--- config.mk ---
export PLATFORM = sky130hd
export DESIGN_NAME = two_button_gesture_detector_unit_flat
export DESIGN_NICKNAME = d
export VERILOG_FILES = /design/src/design/tbgd_pkg.sv /design/src/design/tbgd_channel_if.sv /design/src/design/tbgd_step.sv /design/src/design/two_button_gesture_detector_unit.sv /design/src/flat_wrapper.sv
export SDC_FILE = /design/constraint.sdc
export NUM_CORES = 1
export LEC_CHECK = 0
export BUFFER_PORTS_ARGS = -buffer_cell sky130_fd_sc_hd__buf_4
export CAP_MARGIN = 20
export CORE_AREA = 2 2 146 148
export CTS_BUF_LIST = sky130_fd_sc_hd__clkbuf_16
export CTS_CLUSTER_DIAMETER = 150
export DETAILED_ROUTE_END_ITERATION = 12
export DIE_AREA = 0 0 148 150
export PLACE_DENSITY = 0.75
export SETUP_SLACK_MARGIN = 0.5
export SKIP_LAST_GASP = 1
export SYNTH_ARGS = -nofsm -noshare
export SYNTH_HDL_FRONTEND = slang
export SYNTH_HIERARCHICAL = 1
export SYNTH_SLANG_ARGS = --single-unit
--- constraint.sdc ---
create_clock -name clock -period 6.16 [get_ports clock]
set_clock_uncertainty 0.15 [all_clocks]
set_input_delay 0.308 -clock clock [delete_from_list [all_inputs] [get_ports clock]]
set_output_delay 0.308 -clock clock [all_outputs]
set_load 0.02 [all_outputs]
--- src/design/tbgd_pkg.sv ---
package tbgd_pkg;

   // event codes
   localparam logic [3:0] EV_NONE        = 4'd0;
   localparam logic [3:0] EV_A_PRESS     = 4'd1;
   localparam logic [3:0] EV_A_TAP       = 4'd2;
   localparam logic [3:0] EV_MODE_NEXT   = 4'd3;
   localparam logic [3:0] EV_A_RELEASE   = 4'd4;
   localparam logic [3:0] EV_A_HOLD      = 4'd5;
   localparam logic [3:0] EV_B_PRESS     = 4'd6;
   localparam logic [3:0] EV_B_TAP       = 4'd7;
   localparam logic [3:0] EV_B_RELEASE   = 4'd8;
   localparam logic [3:0] EV_B_HOLD      = 4'd9;
   localparam logic [3:0] EV_MENU_TOGGLE = 4'd10;
   localparam logic [3:0] EV_GATE_RISE   = 4'd11;
   localparam logic [3:0] EV_GATE_FALL   = 4'd12;

   localparam int unsigned STAMP_W  = 32;
   localparam int unsigned THRESH_W = 16;
   localparam logic [THRESH_W-1:0] HOLD_THRESHOLD_RESET = 16'd500;

   // one input sample
   typedef struct packed {
      logic [STAMP_W-1:0] now_ms;
      logic               button_a_level;
      logic               button_b_level;
      logic               gate_level;
   } sample_type;

   // one result
   typedef struct packed {
      logic [3:0] event_code;
      logic       a_is_pressed;
      logic       b_is_pressed;
      logic       a_is_holding;
      logic       b_is_holding;
   } result_type;

   // detector state carried from sample to sample
   typedef struct packed {
      logic               a_last;
      logic               b_last;
      logic               g_last;
      logic               a_hold;
      logic               b_hold;
      logic               b_touched;
      logic               compound_done;
      logic [STAMP_W-1:0] a_stamp;
      logic [STAMP_W-1:0] b_stamp;
   } state_type;

endpackage

--- src/design/tbgd_channel_if.sv ---
// sample channel
interface tbgd_req_if;
   logic                           valid;
   logic                           ready;
   logic [tbgd_pkg::STAMP_W-1:0]   now_ms;
   logic                           button_a_level;
   logic                           button_b_level;
   logic                           gate_level;

   modport source (output valid, output now_ms, output button_a_level,
                   output button_b_level, output gate_level, input ready);
   modport sink   (input valid, input now_ms, input button_a_level,
                   input button_b_level, input gate_level, output ready);
endinterface

// result channel
interface tbgd_rsp_if;
   logic       valid;
   logic       ready;
   logic [3:0] event_code;
   logic       a_is_pressed;
   logic       b_is_pressed;
   logic       a_is_holding;
   logic       b_is_holding;

   modport source (output valid, output event_code, output a_is_pressed,
                   output b_is_pressed, output a_is_holding, output b_is_holding,
                   input ready);
   modport sink   (input valid, input event_code, input a_is_pressed,
                   input b_is_pressed, input a_is_holding, input b_is_holding,
                   output ready);
endinterface

--- src/design/tbgd_step.sv ---
module tbgd_step (
   input  tbgd_pkg::state_type                   state,
   input  logic [tbgd_pkg::THRESH_W-1:0]         hold_threshold,
   input  tbgd_pkg::sample_type                  sample,
   output tbgd_pkg::state_type                   state_next,
   output tbgd_pkg::result_type                  result
);

   logic                          a, b, g;
   logic [tbgd_pkg::STAMP_W-1:0]  a_age, b_age;
   logic [tbgd_pkg::STAMP_W-1:0]  thresh_ext;
   logic                          a_due, b_due;
   logic [3:0]                    ev;
   tbgd_pkg::state_type           st;

   assign a = sample.button_a_level;
   assign b = sample.button_b_level;
   assign g = sample.gate_level;

   // time since press, wrapping subtract
   assign thresh_ext = {{(tbgd_pkg::STAMP_W-tbgd_pkg::THRESH_W){1'b0}}, hold_threshold};
   assign a_age = sample.now_ms - state.a_stamp;
   assign b_age = sample.now_ms - state.b_stamp;
   assign a_due = (a_age >= thresh_ext);
   assign b_due = (b_age >= thresh_ext);

   // prioritized event and state update
   always_comb begin
      st = state;
      ev = tbgd_pkg::EV_NONE;

      // button a
      if (a && !state.a_last) begin
         st.a_stamp   = sample.now_ms;
         st.a_hold    = 1'b0;
         st.b_touched = 1'b0;
         ev           = tbgd_pkg::EV_A_PRESS;
      end else if (!a && state.a_last) begin
         if (!state.a_hold) begin
            ev = tbgd_pkg::EV_A_TAP;
         end else if (!state.b_touched && !state.compound_done) begin
            ev = tbgd_pkg::EV_MODE_NEXT;
         end else begin
            ev = tbgd_pkg::EV_A_RELEASE;
         end
         st.a_hold = 1'b0;
      end else if (a && !state.a_hold && a_due) begin
         st.a_hold = 1'b1;
         if (!b) begin
            ev = tbgd_pkg::EV_A_HOLD;
         end
      end

      // button b, only reported when a is quiet
      if (b && !state.b_last) begin
         st.b_stamp = sample.now_ms;
         st.b_hold  = 1'b0;
         if (st.a_hold) begin
            st.b_touched = 1'b1;
         end
         if (ev == tbgd_pkg::EV_NONE) begin
            ev = tbgd_pkg::EV_B_PRESS;
         end
      end else if (!b && state.b_last) begin
         if (ev == tbgd_pkg::EV_NONE) begin
            ev = state.b_hold ? tbgd_pkg::EV_B_RELEASE : tbgd_pkg::EV_B_TAP;
         end
         st.b_hold = 1'b0;
      end else if (b && !state.b_hold && b_due) begin
         st.b_hold = 1'b1;
         if (ev == tbgd_pkg::EV_NONE) begin
            ev = tbgd_pkg::EV_B_HOLD;
         end
      end

      // compound gesture: b hold while an earlier a is down
      if (!state.compound_done && ev == tbgd_pkg::EV_B_HOLD && a
          && (st.a_stamp < st.b_stamp)) begin
         ev               = tbgd_pkg::EV_MENU_TOGGLE;
         st.compound_done = 1'b1;
      end
      if (!a && !b) begin
         st.compound_done = 1'b0;
      end

      // gate edges fill in when no button event
      if (ev == tbgd_pkg::EV_NONE) begin
         if (g && !state.g_last) begin
            ev = tbgd_pkg::EV_GATE_RISE;
         end else if (!g && state.g_last) begin
            ev = tbgd_pkg::EV_GATE_FALL;
         end
      end

      st.a_last = a;
      st.b_last = b;
      st.g_last = g;
   end

   assign state_next          = st;
   assign result.event_code   = ev;
   assign result.a_is_pressed = a;
   assign result.b_is_pressed = b;
   assign result.a_is_holding = st.a_hold;
   assign result.b_is_holding = st.b_hold;

endmodule

--- src/design/two_button_gesture_detector_unit.sv ---
// Two-button gesture detector. Each sample transaction (millisecond time,
// button A and B levels, gate level) yields exactly one result transaction
// carrying the highest-priority event of that sample (A events over B events
// over gate edges) together with the pressed and holding flags. Samples are
// captured in an input register and evaluated combinationally into the result
// register, so one sample is taken every clock while the result channel keeps
// taking results; result valid rises once the accepted sample has passed from
// the input register into the result register. The state update is
// combinational (one 32-bit subtract and compare per button). The hold
// threshold (reset 500 ms) is written through csr_wr_en/csr_wr_data; the user
// must write it while no sample is in flight, as the block does not enforce it.
module two_button_gesture_detector_unit (
   input  logic                           clock,
   input  logic                           reset,
   tbgd_req_if.sink                       req_ch,
   tbgd_rsp_if.source                     rsp_ch,
   input  logic                           csr_wr_en,
   input  logic [tbgd_pkg::THRESH_W-1:0]  csr_wr_data
);

   logic                          in_valid_ff, in_valid_in;
   tbgd_pkg::sample_type          in_sample_ff;
   logic                          out_valid_ff, out_valid_in;
   tbgd_pkg::result_type          out_result_ff;
   tbgd_pkg::state_type           state_ff, state_in;
   tbgd_pkg::result_type          step_result;
   logic [tbgd_pkg::THRESH_W-1:0] thresh_ff;
   logic                          advance;
   logic                          req_take;

   // pipeline handshake
   assign advance      = in_valid_ff && (!out_valid_ff || rsp_ch.ready);
   assign req_ch.ready = !in_valid_ff || advance;
   assign req_take     = req_ch.valid && req_ch.ready;
   assign in_valid_in  = req_take || (in_valid_ff && !advance);
   assign out_valid_in = advance || (out_valid_ff && !rsp_ch.ready);

   // gesture evaluation
   tbgd_step u_step (
      .state          (state_ff),
      .hold_threshold (thresh_ff),
      .sample         (in_sample_ff),
      .state_next     (state_in),
      .result         (step_result)
   );

   // control registers
   always_ff @(posedge clock) begin
      if (reset) begin
         in_valid_ff  <= 1'b0;
         out_valid_ff <= 1'b0;
         state_ff     <= '0;
         thresh_ff    <= tbgd_pkg::HOLD_THRESHOLD_RESET;
      end else begin
         in_valid_ff  <= in_valid_in;
         out_valid_ff <= out_valid_in;
         if (advance) begin
            state_ff <= state_in;
         end
         if (csr_wr_en) begin
            thresh_ff <= csr_wr_data;
         end
      end
   end

   // payload registers
   always_ff @(posedge clock) begin
      if (req_take) begin
         in_sample_ff.now_ms         <= req_ch.now_ms;
         in_sample_ff.button_a_level <= req_ch.button_a_level;
         in_sample_ff.button_b_level <= req_ch.button_b_level;
         in_sample_ff.gate_level     <= req_ch.gate_level;
      end
      if (advance) begin
         out_result_ff <= step_result;
      end
   end

   assign rsp_ch.valid        = out_valid_ff;
   assign rsp_ch.event_code   = out_result_ff.event_code;
   assign rsp_ch.a_is_pressed = out_result_ff.a_is_pressed;
   assign rsp_ch.b_is_pressed = out_result_ff.b_is_pressed;
   assign rsp_ch.a_is_holding = out_result_ff.a_is_holding;
   assign rsp_ch.b_is_holding = out_result_ff.b_is_holding;

   // event code stays within the defined codes
   a_code_range: assert property (@(posedge clock) disable iff (reset)
      rsp_ch.valid |-> (rsp_ch.event_code <= tbgd_pkg::EV_GATE_FALL))
      else $error("event code out of range");

   // a holding flag is never reported for a released button
   a_hold_pressed: assert property (@(posedge clock) disable iff (reset)
      rsp_ch.valid |-> ((!rsp_ch.a_is_holding || rsp_ch.a_is_pressed)
                        && (!rsp_ch.b_is_holding || rsp_ch.b_is_pressed)))
      else $error("holding flag without pressed button");

   // menu toggle needs both buttons down and b holding
   a_menu_state: assert property (@(posedge clock) disable iff (reset)
      (rsp_ch.valid && rsp_ch.event_code == tbgd_pkg::EV_MENU_TOGGLE)
      |-> (rsp_ch.a_is_pressed && rsp_ch.b_is_pressed && rsp_ch.b_is_holding))
      else $error("menu toggle with wrong button state");

   // mode next only on a release of a
   a_mode_next: assert property (@(posedge clock) disable iff (reset)
      (rsp_ch.valid && rsp_ch.event_code == tbgd_pkg::EV_MODE_NEXT)
      |-> (!rsp_ch.a_is_pressed && !rsp_ch.a_is_holding))
      else $error("mode next while a still down");

   // an advance always leaves a result waiting
   a_advance_valid: assert property (@(posedge clock) disable iff (reset)
      advance |=> out_valid_ff)
      else $error("result lost after advance");

endmodule
--- src/flat_wrapper.sv ---
// flat-port wrapper written by rule: the top's interface ports become plain ports
module two_button_gesture_detector_unit_flat 
  (clock, reset, csr_wr_en, csr_wr_data, req_ch_valid, req_ch_now_ms, req_ch_button_a_level, req_ch_button_b_level, req_ch_gate_level, req_ch_ready, rsp_ch_valid, rsp_ch_event_code, rsp_ch_a_is_pressed, rsp_ch_b_is_pressed, rsp_ch_a_is_holding, rsp_ch_b_is_holding, rsp_ch_ready);
  tbgd_req_if req_ch_i ();
  tbgd_rsp_if rsp_ch_i ();
  input  logic clock;
  input  logic reset;
  input  logic csr_wr_en;
  input  logic [tbgd_pkg::THRESH_W-1:0] csr_wr_data;
  input wire logic [$bits(req_ch_i.valid)-1:0] req_ch_valid;
  input wire logic [$bits(req_ch_i.now_ms)-1:0] req_ch_now_ms;
  input wire logic [$bits(req_ch_i.button_a_level)-1:0] req_ch_button_a_level;
  input wire logic [$bits(req_ch_i.button_b_level)-1:0] req_ch_button_b_level;
  input wire logic [$bits(req_ch_i.gate_level)-1:0] req_ch_gate_level;
  output wire logic [$bits(req_ch_i.ready)-1:0] req_ch_ready;
  output wire logic [$bits(rsp_ch_i.valid)-1:0] rsp_ch_valid;
  output wire logic [$bits(rsp_ch_i.event_code)-1:0] rsp_ch_event_code;
  output wire logic [$bits(rsp_ch_i.a_is_pressed)-1:0] rsp_ch_a_is_pressed;
  output wire logic [$bits(rsp_ch_i.b_is_pressed)-1:0] rsp_ch_b_is_pressed;
  output wire logic [$bits(rsp_ch_i.a_is_holding)-1:0] rsp_ch_a_is_holding;
  output wire logic [$bits(rsp_ch_i.b_is_holding)-1:0] rsp_ch_b_is_holding;
  input wire logic [$bits(rsp_ch_i.ready)-1:0] rsp_ch_ready;
  assign req_ch_i.valid = req_ch_valid;
  assign req_ch_i.now_ms = req_ch_now_ms;
  assign req_ch_i.button_a_level = req_ch_button_a_level;
  assign req_ch_i.button_b_level = req_ch_button_b_level;
  assign req_ch_i.gate_level = req_ch_gate_level;
  assign req_ch_ready = req_ch_i.ready;
  assign rsp_ch_valid = rsp_ch_i.valid;
  assign rsp_ch_event_code = rsp_ch_i.event_code;
  assign rsp_ch_a_is_pressed = rsp_ch_i.a_is_pressed;
  assign rsp_ch_b_is_pressed = rsp_ch_i.b_is_pressed;
  assign rsp_ch_a_is_holding = rsp_ch_i.a_is_holding;
  assign rsp_ch_b_is_holding = rsp_ch_i.b_is_holding;
  assign rsp_ch_i.ready = rsp_ch_ready;
  two_button_gesture_detector_unit u_core (.clock(clock), .reset(reset), .req_ch(req_ch_i), .rsp_ch(rsp_ch_i), .csr_wr_en(csr_wr_en), .csr_wr_data(csr_wr_data));
endmodule
==> impl_metrics.py <==
metrics = {
    "global_routing": {
        "grt_overflow": 0,
        "grt_pass1_vias": 9946,
        "grt_max_degree": 161,
        "grt_first_pass_wirelength_um": 49700,
        "track_usage_pct": 27.9,
        "antenna_found_initial": 0,
    },
    "synthesis": {
        "synth_cells": 1436,
        "ys_ff_latch": 132,
        "syn_nets": 1619,
        "yosysWarningCount": 6,
        "synthTopCellsByCount": "nand2b_1 (152), inv_1 (126), ha_1 (125), a21oi_1 (116), nor2_1 (108)",
        "synthMostInstantiatedCell": "nand2b_1",
        "synth_adder_area_share_pct": 13.6,
        "synth_mux_area_share_pct": 7.33,
        "avgSynthCellArea_sq_um": 8.19,
        "synth_edf_count": 43,
        "seq_area_frac_synth_pct": 26.1,
        "synth_top_area_cell": "dfxtp_1",
        "synth_xor_area_share_pct": 3.20,
        "synth-simple-area-share_pct": 22.0,
        "synth_top_family_by_area": "simple AND/OR/NAND/NOR gates",
        "synthTopCellsByArea": "dfxtp_1 (15%), ha_1 (13%), edfxtp_1 (11%)",
        "async_flop_share_pct": 0,
        "netlist_area_sq_um": 11800,
        "ys_types": 84,
        "synth_top_area_share_pct": 15.2,
        "synth_compound_area_share_pct": 19.7,
        "synthFlopType": "dfxtp_1",
    },
    "setup_path": {
        "end_kind": "register",
        "cp_data_arrival_time_ps": 5370,
        "critPathMaxFanout": 4,
        "required_ps": 6180,
        "start_kind": "register",
        "crit_type": "reg2reg",
    },
    "drt": {
        "via_count": 10600,
        "wirelength_um": 31000,
        "postRouteAntennaNets": 0,
        "drc": 0,
        "drt_iter0_markers": 925,
        "via_per_inst": 5.91,
        "wl_per_cell_um": 17.3,
        "detail_route.first_pass.iterations": 5,
    },
    "sta": {
        "period_share_pct": 87.0,
        "fin_crit_ps": 5360,
        "fmax_mhz": 187,
        "hold_viol": 0,
        "slew_headroom_pct": 36.4,
        "final.setup.tns_ps": 0,
        "slew_violations": 0,
        "tightest_slew_ps": 930,
        "setup_violations": 0,
        "rsz0062_at_grt": "false",
    },
    "worst_hold_path": {
        "hp-class": "in2reg",
    },
    "cts": {
        "cts_max_level": 4,
        "cts.sinks": 132,
        "insertion_delay_ps": 430,
        "clk_pin_slew_worst_paths_ps": 70,
        "cts-buffers-inserted": 17,
        "cts.path.max_buffers": 2,
        "clockRootBuffer": "clkbuf_16",
        "cts_tree": "yes",
    },
    "die": {
        "row_count": 53,
        "die_h_um": 150,
        "dieArea_sq_um": 22200,
        "start_util_pct": 56.8,
        "core_area_sq_um": 20700,
        "io_pins": 66,
        "die_width_um": 148,
    },
    "placement": {
        "gp_congestion": 0.989,
        "portBuffers": 65,
        "dp.cells": 1709,
        "placed_area_sq_um": 12200,
        "hpwl_um": 22900,
    },
    "power_and_ir_drop": {
        "total_leakage_power_nw": 5.51,
        "p_per_area_nw_per_um2": 214,
        "ir_drop_mv": 0.154,
    },
    "final_layout": {
        "seqCellArea_sq_um": 3070,
        "multiInputGateArea_sq_um": 7820,
        "area_delta_synth_final_pct": 13.6,
        "drive_above_1_share_pct": 8.89,
        "instances_no_fill": 1793,
        "fin_nets": 1688,
        "fillerInstances": 1793,
        "diodes": 0,
        "fin_area_sq_um": 13400,
    },
    "job": {
        "maxCapViolations": 0,
    },
    "status": {
        "status": "completed",
    },
}
## sequential cells by signal, summed over array words and instances, names as in the netlist
signal	cells
u_core/thresh_ff	16
u_core/state_ff	71
u_core/rsp_ch.b_is_pressed	1
u_core/in_sample_ff	35
u_core/rsp_ch.valid	1
u_core/rsp_ch.a_is_pressed	1
u_core/in_valid_ff	1
u_core/rsp_ch.event_code	4
u_core/rsp_ch.a_is_holding	1
u_core/rsp_ch.b_is_holding	1
## layout by cell type (no fill, tap or decap), types with 4 or more instances in the layout
master and n:
dlygate4sd3_1 51, clkbuf_16 17, clkinv_2 4, or3_1 6, dfxtp_1 89, xor2_1 18
nor2_1 107, nand2_1 99, nor4_1 6, nor2b_1 13, o21bai_1 5, nand4_1 29
a21o_1 40, and3_1 6, a31oi_1 12, edfxtp_1 43, ha_1 125, a211oi_1 7
a21oi_1 114, nand2b_1 152, inv_1 126, xnor2_1 25, o2111ai_1 4, mux2i_1 85
o21ai_0 74, and2_1 4, a221oi_1 4, buf_4 71, nand3_1 19, nor3_1 23
o211ai_1 10, o21a_1 14, a211o_1 12, o21ai_1 4
## repair_timing
| action | CTS | global route |
|---|---|---|
| setup endpoints to repair | 0 | 7 |
| endpoints found under the hold margin | 51 | 0 |
| gates resized for setup | 0 | 7 |
| hold buffers | 51 | 0 |
| setup buffers | 0 | 0 |
## report_power, final
group / total, mW / switching, mW / internal [mW]
sequential: 0.978 / 0.0353 / 0.943
combinational: 0.850 / 0.489 / 0.361
clock: 1.03 / 0.426 / 0.599
## metrics by stage
stage	hold slack [ps]	worst slack, ps	power [mW]	util (%)
3_3_place_gp	309	771	1.77	59.0
6_report	13.0	803	2.85	64.6
4_1_cts	1.11	623	2.85	64.2
2_1_floorplan	257	1330	1.59	-
3_5_place_dp	317	684	1.79	59.0
5_1_grt	20.9	503	3.00	64.6
## final timing paths
kind | from | endpoint | slack, ps | depth (start not counted)
min reg2reg | u_core/state_ff[29]$_SDFFE_PP0P_ | u_core/state_ff[29]$_SDFFE_PP0P_ | 320 | 2
min | req_ch_valid | u_core/in_valid_ff$_SDFF_PP0_ | 10 | 3
max | u_core/in_sample_ff[3]$_DFFE_PP_ | u_core/rsp_ch.event_code[2]$_DFFE_PP_ | 800 | 19
max reg2reg | u_core/in_sample_ff[3]$_DFFE_PP_ | u_core/rsp_ch.event_code[2]$_DFFE_PP_ | 800 | 19
## kinds of logic (layout without fill, tap and decap cells)
logic type	count (synthesis)	count (layout)
compound gates	357	357
xor+xnor	43	43
fa+ha+maj	127	127
buf+inv	199	281
flops	132	132
mux	86	86
simple gates	492	492
## final cells by class
class                   instances  area share [%]
clock buffers                  17            3.19
clock inverters                15            1.16
inverters                     126            3.54
multi-input cells            1105            58.6
flip-flops and latches        132            23.0
well taps                     275            2.58
repair buffers                123            7.96
## metal layers
layer | wire [um] | up-vias | global-route usage [%]
met1 | 14800 | 4981 | 39.5
met2 | 13700 | 354 | 44.6
met3 | 1870 | 40 | 3.75
met4 | 590 | 0 | 8.14
met5 | 0 | - | 0
li1 | - | 5225 | -
## worst max-delay path, stage by stage, from the launching register on
cell       delay, ps
edfxtp_1         380
inv_1             80
ha_1             220
fa_1             420
nor2b_1          260
o2111ai_1        230
a211oi_1         400
nor2_1           120
xnor2_1          150
ha_1             300
a21o_1           160
a21oi_1          140
nand2_1           60
nor3_1           220
o2111ai_1        170
or4_1            420
nand4b_2         300
a211oi_1         400
nand2_1          190
a221o_1          330
No activity file was read; power rests on OpenSTA's default activity.
